**config.mk**
```make
export PLATFORM = sky130hd
export DESIGN_NAME = lcd_mode_timing_controller_unit_flat
export DESIGN_NICKNAME = d
export VERILOG_FILES = /design/src/design/lmtc_pkg.sv /design/src/design/lmtc_stream_if.sv /design/src/design/lmtc_timing.sv /design/src/design/lmtc_regs.sv /design/src/design/lcd_mode_timing_controller_unit.sv /design/src/flat_wrapper.sv
export SDC_FILE = /design/constraint.sdc
export NUM_CORES = 1
export LEC_CHECK = 0
export BUFFER_PORTS_ARGS = -buffer_cell sky130_fd_sc_hd__buf_4
export CORE_MARGIN = 1
export CORE_UTILIZATION = 30
export DETAILED_ROUTE_END_ITERATION = 16
export GPL_ROUTABILITY_DRIVEN = 0
export PLACE_DENSITY_LB_ADDON = 0.05
export SYNTH_ARGS = -nofsm -noshare
export SYNTH_HDL_FRONTEND = slang
export SYNTH_SLANG_ARGS = --single-unit
```
**constraint.sdc**
```tcl
create_clock -name i_clk -period 7.4 [get_ports i_clk]
set_clock_uncertainty 0.05 [all_clocks]
set_input_delay 1.48 -clock i_clk [delete_from_list [all_inputs] [get_ports i_clk]]
set_output_delay 1.48 -clock i_clk [all_outputs]
set_load 0.01 [all_outputs]
```
**src/design/lmtc_pkg.sv**
```systemverilog
// Package: item types, register map, mode codes and timing constants of the LCD timing block.
`timescale 1ns / 1ps

package lmtc_pkg;

    localparam int unsigned ACCUM_W = 17;

    localparam logic [ACCUM_W-1:0] FRAME_CLOCKS  = 17'd70224;
    localparam logic [ACCUM_W-1:0] OAM_CLOCKS    = 17'd80;
    localparam logic [ACCUM_W-1:0] DRAW_CLOCKS   = 17'd172;
    localparam logic [ACCUM_W-1:0] HBLANK_CLOCKS = 17'd204;
    localparam logic [ACCUM_W-1:0] LINE_CLOCKS   = 17'd456;
    localparam logic [ACCUM_W-1:0] ACCUM_MAX     = 17'h1FFFF;

    localparam logic [7:0] VBLANK_FIRST = 8'd144;
    localparam logic [7:0] LAST_LINE    = 8'd153;

    localparam logic [7:0] LCDC_RESET = 8'h91;
    localparam logic [7:0] STAT_RESET = 8'h02;
    localparam logic [7:0] STAT_WMASK = 8'hF8;
    localparam logic [7:0] UNMAPPED_RD = 8'hFF;

    // STAT and LCDC bit positions
    localparam int unsigned STAT_COIN_BIT    = 2;
    localparam int unsigned STAT_HBL_IE_BIT  = 3;
    localparam int unsigned STAT_VBL_IE_BIT  = 4;
    localparam int unsigned STAT_OAM_IE_BIT  = 5;
    localparam int unsigned STAT_LYC_IE_BIT  = 6;
    localparam int unsigned LCDC_ON_BIT      = 7;

    localparam logic [1:0] MODE_HBLANK = 2'd0;
    localparam logic [1:0] MODE_VBLANK = 2'd1;
    localparam logic [1:0] MODE_OAM    = 2'd2;
    localparam logic [1:0] MODE_DRAW   = 2'd3;

    localparam logic [1:0] CMD_TICK  = 2'd0;
    localparam logic [1:0] CMD_READ  = 2'd1;
    localparam logic [1:0] CMD_WRITE = 2'd2;

    localparam logic [3:0] OFS_LCDC = 4'd0;
    localparam logic [3:0] OFS_STAT = 4'd1;
    localparam logic [3:0] OFS_SCY  = 4'd2;
    localparam logic [3:0] OFS_SCX  = 4'd3;
    localparam logic [3:0] OFS_LY   = 4'd4;
    localparam logic [3:0] OFS_LYC  = 4'd5;
    localparam logic [3:0] OFS_BGP  = 4'd7;
    localparam logic [3:0] OFS_OBP0 = 4'd8;
    localparam logic [3:0] OFS_OBP1 = 4'd9;
    localparam logic [3:0] OFS_WY   = 4'd10;
    localparam logic [3:0] OFS_WX   = 4'd11;

    localparam int unsigned PLAIN_DEPTH = 7;
    localparam int unsigned PLAIN_IDX_W = $clog2(PLAIN_DEPTH);

    typedef struct packed {
        logic [1:0] command;
        logic [7:0] clocks;
        logic [3:0] reg_offset;
        logic [7:0] write_data;
    } t_in_item;

    typedef struct packed {
        logic [7:0] read_data;
        logic       frame_ready;
        logic       stat_irq_raised;
        logic       render_line;
        logic [1:0] mode_now;
        logic [7:0] line_now;
    } t_out_item;

    typedef struct packed {
        logic [1:0]         mode;
        logic [7:0]         line;
        logic [7:0]         stat;
        logic [ACCUM_W-1:0] accum;
    } t_timing_state;

    typedef struct packed {
        logic frame;
        logic irq;
        logic render;
    } t_tick_flags;

    typedef struct packed {
        logic                   hit;
        logic [PLAIN_IDX_W-1:0] idx;
    } t_plain_slot;

    function automatic t_plain_slot f_plain_slot(input logic [3:0] offset);
        t_plain_slot s;
        s.hit = 1'b1;
        s.idx = '0;
        unique case (offset)
            OFS_SCY:  s.idx = PLAIN_IDX_W'(0);
            OFS_SCX:  s.idx = PLAIN_IDX_W'(1);
            OFS_BGP:  s.idx = PLAIN_IDX_W'(2);
            OFS_OBP0: s.idx = PLAIN_IDX_W'(3);
            OFS_OBP1: s.idx = PLAIN_IDX_W'(4);
            OFS_WY:   s.idx = PLAIN_IDX_W'(5);
            OFS_WX:   s.idx = PLAIN_IDX_W'(6);
            default:  s.hit = 1'b0;
        endcase
        return s;
    endfunction

endpackage

```
**src/design/lmtc_stream_if.sv**
```systemverilog
// Valid/ready stream interface carrying one payload per transaction.
`timescale 1ns / 1ps

interface lmtc_stream_if #(
    parameter type t_payload = logic
) ();
    logic     valid;
    logic     ready;
    t_payload data;

    modport source (output valid, output data, input ready);
    modport sink   (input valid, input data, output ready);
endinterface

```
**src/design/lmtc_timing.sv**
```systemverilog
// Next-state logic of the mode/line sequencer and the display-off frame counter for one tick.
`timescale 1ns / 1ps

module lmtc_timing import lmtc_pkg::*; (
    input  t_timing_state i_state,
    input  logic          i_display_on,
    input  logic [7:0]    i_lyc,
    input  logic [7:0]    i_clocks,
    output t_timing_state o_state,
    output t_tick_flags   o_flags
);

    logic [ACCUM_W:0]   sum;
    logic [ACCUM_W-1:0] sat;
    logic [ACCUM_W-1:0] thr;
    logic [ACCUM_W-1:0] diff;
    logic               ge;
    logic [7:0]         line_inc;

    always_comb begin
        sum = {1'b0, i_state.accum} + (ACCUM_W+1)'(i_clocks);
        sat = sum[ACCUM_W] ? ACCUM_MAX : sum[ACCUM_W-1:0];

        if (!i_display_on) begin
            thr = FRAME_CLOCKS;
        end else begin
            unique case (i_state.mode)
                MODE_OAM:    thr = OAM_CLOCKS;
                MODE_DRAW:   thr = DRAW_CLOCKS;
                MODE_HBLANK: thr = HBLANK_CLOCKS;
                default:     thr = LINE_CLOCKS;
            endcase
        end

        ge       = (sat >= thr);
        diff     = sat - thr;
        line_inc = i_state.line + 8'd1;

        o_state       = i_state;
        o_state.accum = ge ? diff : sat;
        o_flags       = '0;

        if (!i_display_on) begin
            o_flags.frame = ge;
        end else if (ge) begin
            unique case (i_state.mode)
                MODE_OAM: begin
                    o_state.mode      = MODE_DRAW;
                    o_state.stat[1:0] = MODE_DRAW;
                end
                MODE_DRAW: begin
                    o_state.mode      = MODE_HBLANK;
                    o_state.stat[1:0] = MODE_HBLANK;
                    o_flags.render    = 1'b1;
                    o_flags.irq       = i_state.stat[STAT_HBL_IE_BIT];
                end
                MODE_HBLANK: begin
                    o_state.line = line_inc;
                    o_state.stat[STAT_COIN_BIT] = (line_inc == i_lyc);
                    if (line_inc == VBLANK_FIRST) begin
                        o_state.mode      = MODE_VBLANK;
                        o_state.stat[1:0] = MODE_VBLANK;
                        o_flags.frame     = 1'b1;
                        o_flags.irq       = i_state.stat[STAT_VBL_IE_BIT];
                    end else begin
                        o_state.mode      = MODE_OAM;
                        o_state.stat[1:0] = MODE_OAM;
                        o_flags.irq       = i_state.stat[STAT_OAM_IE_BIT];
                    end
                    if ((line_inc == i_lyc) && i_state.stat[STAT_LYC_IE_BIT]) begin
                        o_flags.irq = 1'b1;
                    end
                end
                default: begin
                    if (line_inc > LAST_LINE) begin
                        o_state.line      = 8'd0;
                        o_state.mode      = MODE_OAM;
                        o_state.stat[1:0] = MODE_OAM;
                        o_flags.irq       = i_state.stat[STAT_OAM_IE_BIT];
                    end else begin
                        o_state.line = line_inc;
                    end
                end
            endcase
        end
    end

endmodule

```
**src/design/lmtc_regs.sv**
```systemverilog
// Register file and timing state; applies one tick, read or write per step.
`timescale 1ns / 1ps

module lmtc_regs import lmtc_pkg::*; (
    input  logic      i_clk,
    input  logic      i_rst_n,
    input  logic      i_step,
    input  t_in_item  i_item,
    output t_out_item o_result
);

    logic [7:0]         r_lcdc, n_lcdc;
    logic [7:0]         r_stat, n_stat;
    logic [7:0]         r_line, n_line;
    logic [7:0]         r_lyc, n_lyc;
    logic [1:0]         r_mode, n_mode;
    logic [ACCUM_W-1:0] r_accum, n_accum;
    logic [7:0]         r_plain [PLAIN_DEPTH];
    logic [7:0]         n_plain [PLAIN_DEPTH];

    t_timing_state cur_state;
    t_timing_state tick_state;
    t_tick_flags   tick_flags;
    t_plain_slot   slot;
    logic [7:0]    rd_data;

    assign cur_state = '{mode: r_mode, line: r_line, stat: r_stat, accum: r_accum};

    lmtc_timing u_timing (
        .i_state      (cur_state),
        .i_display_on (r_lcdc[LCDC_ON_BIT]),
        .i_lyc        (r_lyc),
        .i_clocks     (i_item.clocks),
        .o_state      (tick_state),
        .o_flags      (tick_flags)
    );

    assign slot = f_plain_slot(i_item.reg_offset);

    always_comb begin
        unique case (i_item.reg_offset)
            OFS_LCDC: rd_data = r_lcdc;
            OFS_STAT: rd_data = r_stat;
            OFS_LY:   rd_data = r_line;
            OFS_LYC:  rd_data = r_lyc;
            default:  rd_data = slot.hit ? r_plain[slot.idx] : UNMAPPED_RD;
        endcase
    end

    always_comb begin
        n_lcdc  = r_lcdc;
        n_stat  = r_stat;
        n_line  = r_line;
        n_lyc   = r_lyc;
        n_mode  = r_mode;
        n_accum = r_accum;
        n_plain = r_plain;
        o_result = '0;

        unique case (i_item.command)
            CMD_TICK: begin
                n_stat  = tick_state.stat;
                n_line  = tick_state.line;
                n_mode  = tick_state.mode;
                n_accum = tick_state.accum;
                o_result.frame_ready     = tick_flags.frame;
                o_result.stat_irq_raised = tick_flags.irq;
                o_result.render_line     = tick_flags.render;
            end
            CMD_READ: begin
                o_result.read_data = rd_data;
            end
            CMD_WRITE: begin
                unique case (i_item.reg_offset)
                    OFS_LCDC: n_lcdc = i_item.write_data;
                    OFS_STAT: n_stat = i_item.write_data & STAT_WMASK;
                    OFS_LY:   n_line = 8'd0;
                    OFS_LYC:  n_lyc  = i_item.write_data;
                    default: begin
                        if (slot.hit) begin
                            n_plain[slot.idx] = i_item.write_data;
                        end
                    end
                endcase
            end
            default: ;
        endcase

        o_result.mode_now = n_mode;
        o_result.line_now = n_line;
    end

    always_ff @(posedge i_clk) begin
        if (!i_rst_n) begin
            r_lcdc  <= LCDC_RESET;
            r_stat  <= STAT_RESET;
            r_line  <= 8'd0;
            r_lyc   <= 8'd0;
            r_mode  <= MODE_OAM;
            r_accum <= '0;
            for (int i = 0; i < PLAIN_DEPTH; i++) begin
                r_plain[i] <= 8'd0;
            end
        end else if (i_step) begin
            r_lcdc  <= n_lcdc;
            r_stat  <= n_stat;
            r_line  <= n_line;
            r_lyc   <= n_lyc;
            r_mode  <= n_mode;
            r_accum <= n_accum;
            r_plain <= n_plain;
        end
    end

    a_line_range: assert property (@(posedge i_clk) disable iff (!i_rst_n)
        r_line <= LAST_LINE)
        else $error("line counter beyond last line");

    a_active_line: assert property (@(posedge i_clk) disable iff (!i_rst_n)
        r_mode != MODE_VBLANK |-> r_line < VBLANK_FIRST)
        else $error("visible mode on a vblank line");

    a_accum_hold: assert property (@(posedge i_clk) disable iff (!i_rst_n)
        i_step && (i_item.command != CMD_TICK) |=> r_accum == $past(r_accum))
        else $error("clock accumulator moved on a bus access");

endmodule

```
**src/design/lcd_mode_timing_controller_unit.sv**
```systemverilog
// Top level of the LCD mode/line timing controller with its register file.
//
// i_in takes one transaction per item: a tick with an 8-bit clock count, a register
// read or a register write (offsets 0..15 from the LCDC address). o_out gives
// one result transaction per item: read data, frame ready, STAT interrupt and
// render pulses, and the mode and line after the item.
// Each item is held in an input register, runs through the combinational timing and
// register logic and lands in a result register, from which o_out offers it.
// One item per cycle is sustained while o_out is ready; the accumulate, compare
// and subtract are combinational.
// When o_out stalls, one more item is still taken into the input register;
// after that i_in.ready drops until the result is taken. No item is lost.
// Reset (synchronous, active low) empties both registers and loads LCDC 0x91,
// STAT 0x02, mode OAM scan, line 0 and clears the accumulator and registers.
`timescale 1ns / 1ps

module lcd_mode_timing_controller_unit import lmtc_pkg::*; (
    input  logic          i_clk,
    input  logic          i_rst_n,
    lmtc_stream_if.sink   i_in,
    lmtc_stream_if.source o_out
);

    logic      r_in_valid;
    t_in_item  r_in_item;
    logic      r_out_valid;
    t_out_item r_out_item;
    logic      adv;
    logic      step;
    t_out_item result;

    assign adv        = !r_out_valid || o_out.ready;
    assign step       = r_in_valid && adv;
    assign i_in.ready = !r_in_valid || adv;

    lmtc_regs u_regs (
        .i_clk    (i_clk),
        .i_rst_n  (i_rst_n),
        .i_step   (step),
        .i_item   (r_in_item),
        .o_result (result)
    );

    always_ff @(posedge i_clk) begin
        if (!i_rst_n) begin
            r_in_valid  <= 1'b0;
            r_out_valid <= 1'b0;
        end else begin
            if (i_in.ready) begin
                r_in_valid <= i_in.valid;
            end
            if (adv) begin
                r_out_valid <= r_in_valid;
            end
        end
    end

    always_ff @(posedge i_clk) begin
        if (i_in.valid && i_in.ready) begin
            r_in_item <= i_in.data;
        end
        if (step) begin
            r_out_item <= result;
        end
    end

    assign o_out.valid = r_out_valid;
    assign o_out.data  = r_out_item;

    a_render_mode: assert property (@(posedge i_clk) disable iff (!i_rst_n)
        r_out_valid && r_out_item.render_line |-> r_out_item.mode_now == MODE_HBLANK)
        else $error("render pulse outside hblank entry");

    a_step_fills: assert property (@(posedge i_clk) disable iff (!i_rst_n)
        step |=> r_out_valid)
        else $error("processed item left no result");

    a_out_hold: assert property (@(posedge i_clk) disable iff (!i_rst_n)
        r_out_valid && !o_out.ready |=> r_out_valid && $stable(r_out_item))
        else $error("stalled result transaction changed");

endmodule

```
**src/flat_wrapper.sv**
```systemverilog
// flat-port wrapper written by rule: the top's interface ports become plain ports
module lcd_mode_timing_controller_unit_flat import lmtc_pkg::*;
  (i_clk, i_rst_n, i_in_valid, i_in_data, i_in_ready, o_out_valid, o_out_data, o_out_ready);
  lmtc_stream_if #(.t_payload(t_in_item)) i_in_i ();
  lmtc_stream_if #(.t_payload(t_out_item)) o_out_i ();
  input  logic i_clk;
  input  logic i_rst_n;
  input wire logic [$bits(i_in_i.valid)-1:0] i_in_valid;
  input wire logic [$bits(i_in_i.data)-1:0] i_in_data;
  output wire logic [$bits(i_in_i.ready)-1:0] i_in_ready;
  output wire logic [$bits(o_out_i.valid)-1:0] o_out_valid;
  output wire logic [$bits(o_out_i.data)-1:0] o_out_data;
  input wire logic [$bits(o_out_i.ready)-1:0] o_out_ready;
  assign i_in_i.valid = i_in_valid;
  assign i_in_i.data = i_in_data;
  assign i_in_ready = i_in_i.ready;
  assign o_out_valid = o_out_i.valid;
  assign o_out_data = o_out_i.data;
  assign o_out_i.ready = o_out_ready;
  lcd_mode_timing_controller_unit u_core (.i_clk(i_clk), .i_rst_n(i_rst_n), .i_in(i_in_i), .o_out(o_out_i));
endmodule
```
# ---- Word-level counts from Yosys, hierarchy flattened
# Index checks and enable logic that the tools add are counted.
dict set report totals {
  register_bits 152
  in_bits 26
}
dict set report classes {
  addsub 3
  order_cmp 4
  n_eq_ne 21
  mux 40
  bitwise 3
  reduce_logical 23
}
# operator n
set ops {}
lappend ops {{56-bit bitwise mux} 1}
lappend ops {{8-bit two-way mux} 7}
lappend ops {{17-bit two-way mux} 3}
lappend ops {{8-bit case mux with 2 select lines} 3}
lappend ops {{8-bit case mux with 4 select lines} 1}
lappend ops {{9-bit case mux with 3 select lines} 1}
lappend ops {{8-bit binary-select mux with 3-bit select} 1}
lappend ops {{8-bit demux with 3-bit select} 1}
lappend ops {{10-bit two-way mux} 2}
lappend ops {{17-bit by 8-bit adder with 18-bit output} 1}
lappend ops {{3-bit case mux with 6 select lines} 1}
lappend ops {{17-bit >= comparator} 1}
lappend ops {{17-bit subtractor} 1}
lappend ops {{4-bit equality test (second input constant)} 4}
lappend ops {{4-bit by 3-bit equality test with 1-bit output (second input constant)} 3}
lappend ops {{2-bit case mux with 3 select lines} 2}
lappend ops {{6-bit AND reduction} 2}
lappend ops {{1-bit two-way mux} 9}
lappend ops {{3-bit two-way mux} 3}
lappend ops {{3-bit AND reduction} 3}
lappend ops {{8-bit by 1-bit adder with 8-bit output (second input constant)} 1}
lappend ops {{4-bit by 2-bit equality test with 1-bit output (second input constant)} 2}
lappend ops {{8-bit equality test} 1}
lappend ops {{8-bit equality test (second input constant)} 1}
lappend ops {{24 further kinds} 39}

# ---- Logic depth before layout (Yosys ltp)
dict set report logic_depth {
  depth_word 8
  depth_mapped 18
  depth_no_buf 17
}

# ---- Cells and area by module
# Synthesis repeated with hierarchy kept, for this count alone.
dict set report hier_totals {
  cells_unflattened 891
  hier_area_um2 8768.4
}
# mod instances cells_each area_per_inst_um2 seq_area_each_um2
set by_module_without_submodules {}
lappend by_module_without_submodules {lmtc_regs 1 543 5148.7 2142.1}
lappend by_module_without_submodules {lmtc_timing 1 296 2224.6 0.0}
lappend by_module_without_submodules {lcd_mode_timing_controller_unit 1 52 1395.1 1331.3}

# ---- Worst setup path before layout
# No wires, ideal clock.
dict set report synth_timing {
  path_type {flip-flop to flip-flop}
  from {register u_core.r_in_item[19] (netlist name)}
  to {register u_core.r_out_item, in the netlist u_core.o_out.data[10] (data pin)}
  setup_ns 0.255
  arrival_time_ns 4.283
  required_time_ns 7.095
  path_slack_ns 2.812
  path_stages_with_launch 18
  path_buffers 2
  period_less_slack_ns 4.588
  cell_sequence {edfxtp_1 -> ha_1 -> buf_2 -> nand3_1 -> or3_1 -> nand2_1 -> nand3_1 -> nand2_1 -> ha_1 -> nor2b_1 -> o31a_1 -> o31a_1 -> o211a_1 -> a311o_1 -> o31a_4 -> or2_2 -> buf_2 -> and3_1}
}
dict set report synth_via {
  elab_chain_cells 4
}
# element line_no
set synth_lines {}
lappend synth_lines {{from (decl)} lcd_mode_timing_controller_unit.sv:25} ;# t_in_item r_in_item;
lappend synth_lines {{from (signal assigned)} lcd_mode_timing_controller_unit.sv:60} ;# r_in_item <= i_in.data;
lappend synth_lines {{17-bit by 8-bit adder with 18-bit output} lmtc_timing.sv:21} ;# sum = {1'b0, i_state.accum} + (ACCUM_W+1)'(i_clocks);
lappend synth_lines {{17-bit two-way mux} lmtc_timing.sv:22} ;# sat = sum[ACCUM_W] ? ACCUM_MAX : sum[ACCUM_W-1:0];
lappend synth_lines {{17-bit >= comparator} lmtc_timing.sv:35} ;# ge = (sat >= thr);
lappend synth_lines {{3-bit AND reduction (no source line)} n/a}
lappend synth_lines {{to (signal assigned)} lcd_mode_timing_controller_unit.sv:63} ;# r_out_item <= result;
lappend synth_lines {{to (decl)} lcd_mode_timing_controller_unit.sv:27} ;# t_out_item r_out_item;
# No other way between the ends.
# A chain may end at the register's enable or synchronous reset.

==> run metrics <==
outcome completed; Die Y 171 um; Synth area leader dfxtp_1; Fin Hold WS 414 ps; Seq cells post-synth 152; vias in the first global route 6722; CTS Buf Count 17; Synth Cell Area 0.00854 mm^2; hold_sp u_core.u_regs.r_lcdc[1]; Filler cells 2911; Antenna Nets Post-Route 0; Synth Flop Type dfxtp_1; row cnt 61; most frequent cell after synthesis nor2_1; crit path cell chain ha_1, nand3_1, or3_1, nand2_1, nand3_1, nand2_1, ha_1, nor2b_1, o31a_1, o31a_1, o211a_1, a311o_1, o31a_4, o21ai_2, a21oi_1, o22a_1; Worst Hold Class register to register; first-pass GRT wire length 40.0 mm; combinational power share 12.7%; Final period util 71.2%; kind of critical path register to register; Switching Fraction 29.6%; grt total ovfl 0; Synth area leaders dfxtp_1, edfxtp_1, mux2i_1; post-CTS resize count 0; Crit path max-delay family compound AO/OA/AOI/OAI gates; Detailed Route Iter0 Violations 461; share of layout cells above drive strength 1 13.4%; routed len/inst 18.8 um; starting density of the core 30.6%; area grow syn2layout 14.2%; unrepaired setup endpoints after global routing false; Crit-path slowest cell o21ai_2; # port buffers 48; # diodes 0; async set or reset register ratio after synthesis 0%; final setup TNS 0 ps; Least-Margin Pin Slew 1130 ps; hold path cells 2; Hold-fix buffers, CTS 0; CP required 7550 ps; initial antenna violation count 0; max_slew headroom 24.8%; Tot Pwr 2.00 mW; clk slew on worst S/H paths 70 ps; VDD IR max 0.110 mV; delay of the slowest critical-path stage 450 ps; total count of max-transition violations in the final report 0; Max Cap Violations 0; Worst Reg-to-Reg Cells 16; H-tree levels 4; worst setup path startpoint u_core.r_in_item[19]; Seq/Total Area, Yosys 40.7%; vias per cell 5.07; critical path capture point type register; most instantiated cells after synthesis nor2_1, dfxtp_1, nand2_1, mux2i_1, o21ai_0; final count of hold timing violations 0; Psw 0.592 mW; DR vias 6819; Setup crit start kind register; Ports 49; die width 171 um; CTS tree yes; power per cell area 205 mW/mm^2; Die ar. 0.0291 mm^2; first-pass detailed-route iteration total 5; Crit path arrival time 5410 ps; Synth Warn # 0; routed wire length 25.2 mm; worst path bufs/invs 0; internal power 1.41 mW; Seq pwr share 44.9%; crit path max fanout 13; Mapped Nets 993; Synth Instances 938; fin cells 1345; Post-synth EDFFs 43; Fmax achieved 0.190 GHz; core box area 0.0279 mm^2; root buf cell clkbuf_16; post-synthesis cell type count 74; DRC violations left 0; reg-to-reg startpoint u_core.r_in_item[19]; largest net degree at the start of global routing 58; placed insts 1313; critical path depth 16; power share of the clock group 42.4%; Max clock buf depth 2; dpl hpwl 17.8 mm; overall routing resource usage 18.2%; Lkg Pwr 3.59 nW; Avg Cell Area, Syn 9.10 um^2; nets 1009; clk sink count 152; post-route minimum period 5270 ps; post-synth top area share 25.6%; Post-CTS Setup Bufs 0; final setup vio count 0; Clk Latency, worst-skew pair 450 ps
[metrics by stage]
stage                     area (um^2)  worst slack (ps)  utilization, %
final                            9750              2130            35.0
after detailed placement         9200              2210            33.0
after global placement           9200              2240            33.0
after CTS                        9750              2150            35.0
after floorplan                  8540              2810               -
after global routing             9750              1740            35.0
[cells in the final DEF (no fill, tap or decap), types with 4 or more instances in the layout]
cell type  instances
a22o_2             5
a21oi_1           30
a22oi_1           14
nor2b_1            5
a311oi_1           4
nand3_1           30
or2_2              7
inv_1             23
nor3_1            12
o21ai_0           52
a31oi_1           24
ha_1              27
clkbuf_16         17
inv_6              4
xor2_1            15
dfxtp_1          109
nor2_1           120
a211oi_1           5
nand2b_1           9
buf_4             52
xnor2_1           18
o211a_1            4
o221a_2            8
and2_1             4
mux2i_1           97
nand2_1           99
nand4_1            7
or3_1             10
o21a_1             6
o2bb2ai_1         12
edfxtp_1          43
mux2_2            12
o211ai_1          13
[cell families (layout without fill, tap and decap cells)]
family,Yosys count,count (layout),synth area share (%)
compound gates,219,219,18.1
xor+xnor,33,33,3.39
fa+ha+maj,29,29,4.43
buf+inv,79,108,3.56
flops,152,152,40.7
mux,111,111,13.5
simple gates,315,315,16.3
[state kept, by name, indices dropped and copies added, names as in the netlist, 2 cells and up]
signal / flops
u_core.u_regs.r_lyc: 8
u_core.u_regs.r_stat: 8
u_core.o_out.data: 21
u_core.u_regs.r_lcdc: 8
u_core.u_regs.r_plain: 56
u_core.r_in_item: 22
u_core.u_regs.r_line: 8
u_core.u_regs.r_accum: 17
u_core.u_regs.r_mode: 2
[layer usage]
layer / share of wire (%) / global-route usage [%] / vias to the layer above
met5: 0 / 0 / -
met4: 1.4 / 5.60 / 0
met3: 3.3 / 2.68 / 24
met2: 46 / 29.4 / 121
met1: 49 / 25.0 / 3237
li1: - / - / 3437
[cell type report]
class | instances | area [um^2] | share of cell area, %
clock buffers | 19 | 433 | 4.44
clock inverters | 13 | 111 | 1.14
inverters | 24 | 90.1 | 0.924
multi-input cells | 707 | 4770 | 49.0
flip-flops and latches | 152 | 3470 | 35.6
well taps | 378 | 473 | 4.85
repair buffers | 52 | 390 | 4.01
[final timing paths]
path / end / slack, ps
hold / removal: u_core.u_regs.r_lcdc[1] / 410
setup / recovery: u_core.o_out.data[9] / 2130
setup reg to reg: u_core.o_out.data[9] / 2130
hold reg to reg: u_core.u_regs.r_lcdc[1] / 410
[power groups by stage]
stage | clock (mW) | sequential [mW] | combinational (mW)
finish | 0.849 | 0.900 | 0.254
global route | 0.901 | 0.903 | 0.282
CTS | 0.868 | 0.901 | 0.256
detailed placement | 0 | 0.920 | 0.255
global placement | 0 | 0.920 | 0.260
floorplan | 0 | 0.902 | 0.185
[worst min-delay path, cell delays in order (launching register included)]
cell,delay [ps]
dfxtp_1,310
nand2_1,60
a21oi_1,50
Power figures use the tool's default switching activity.
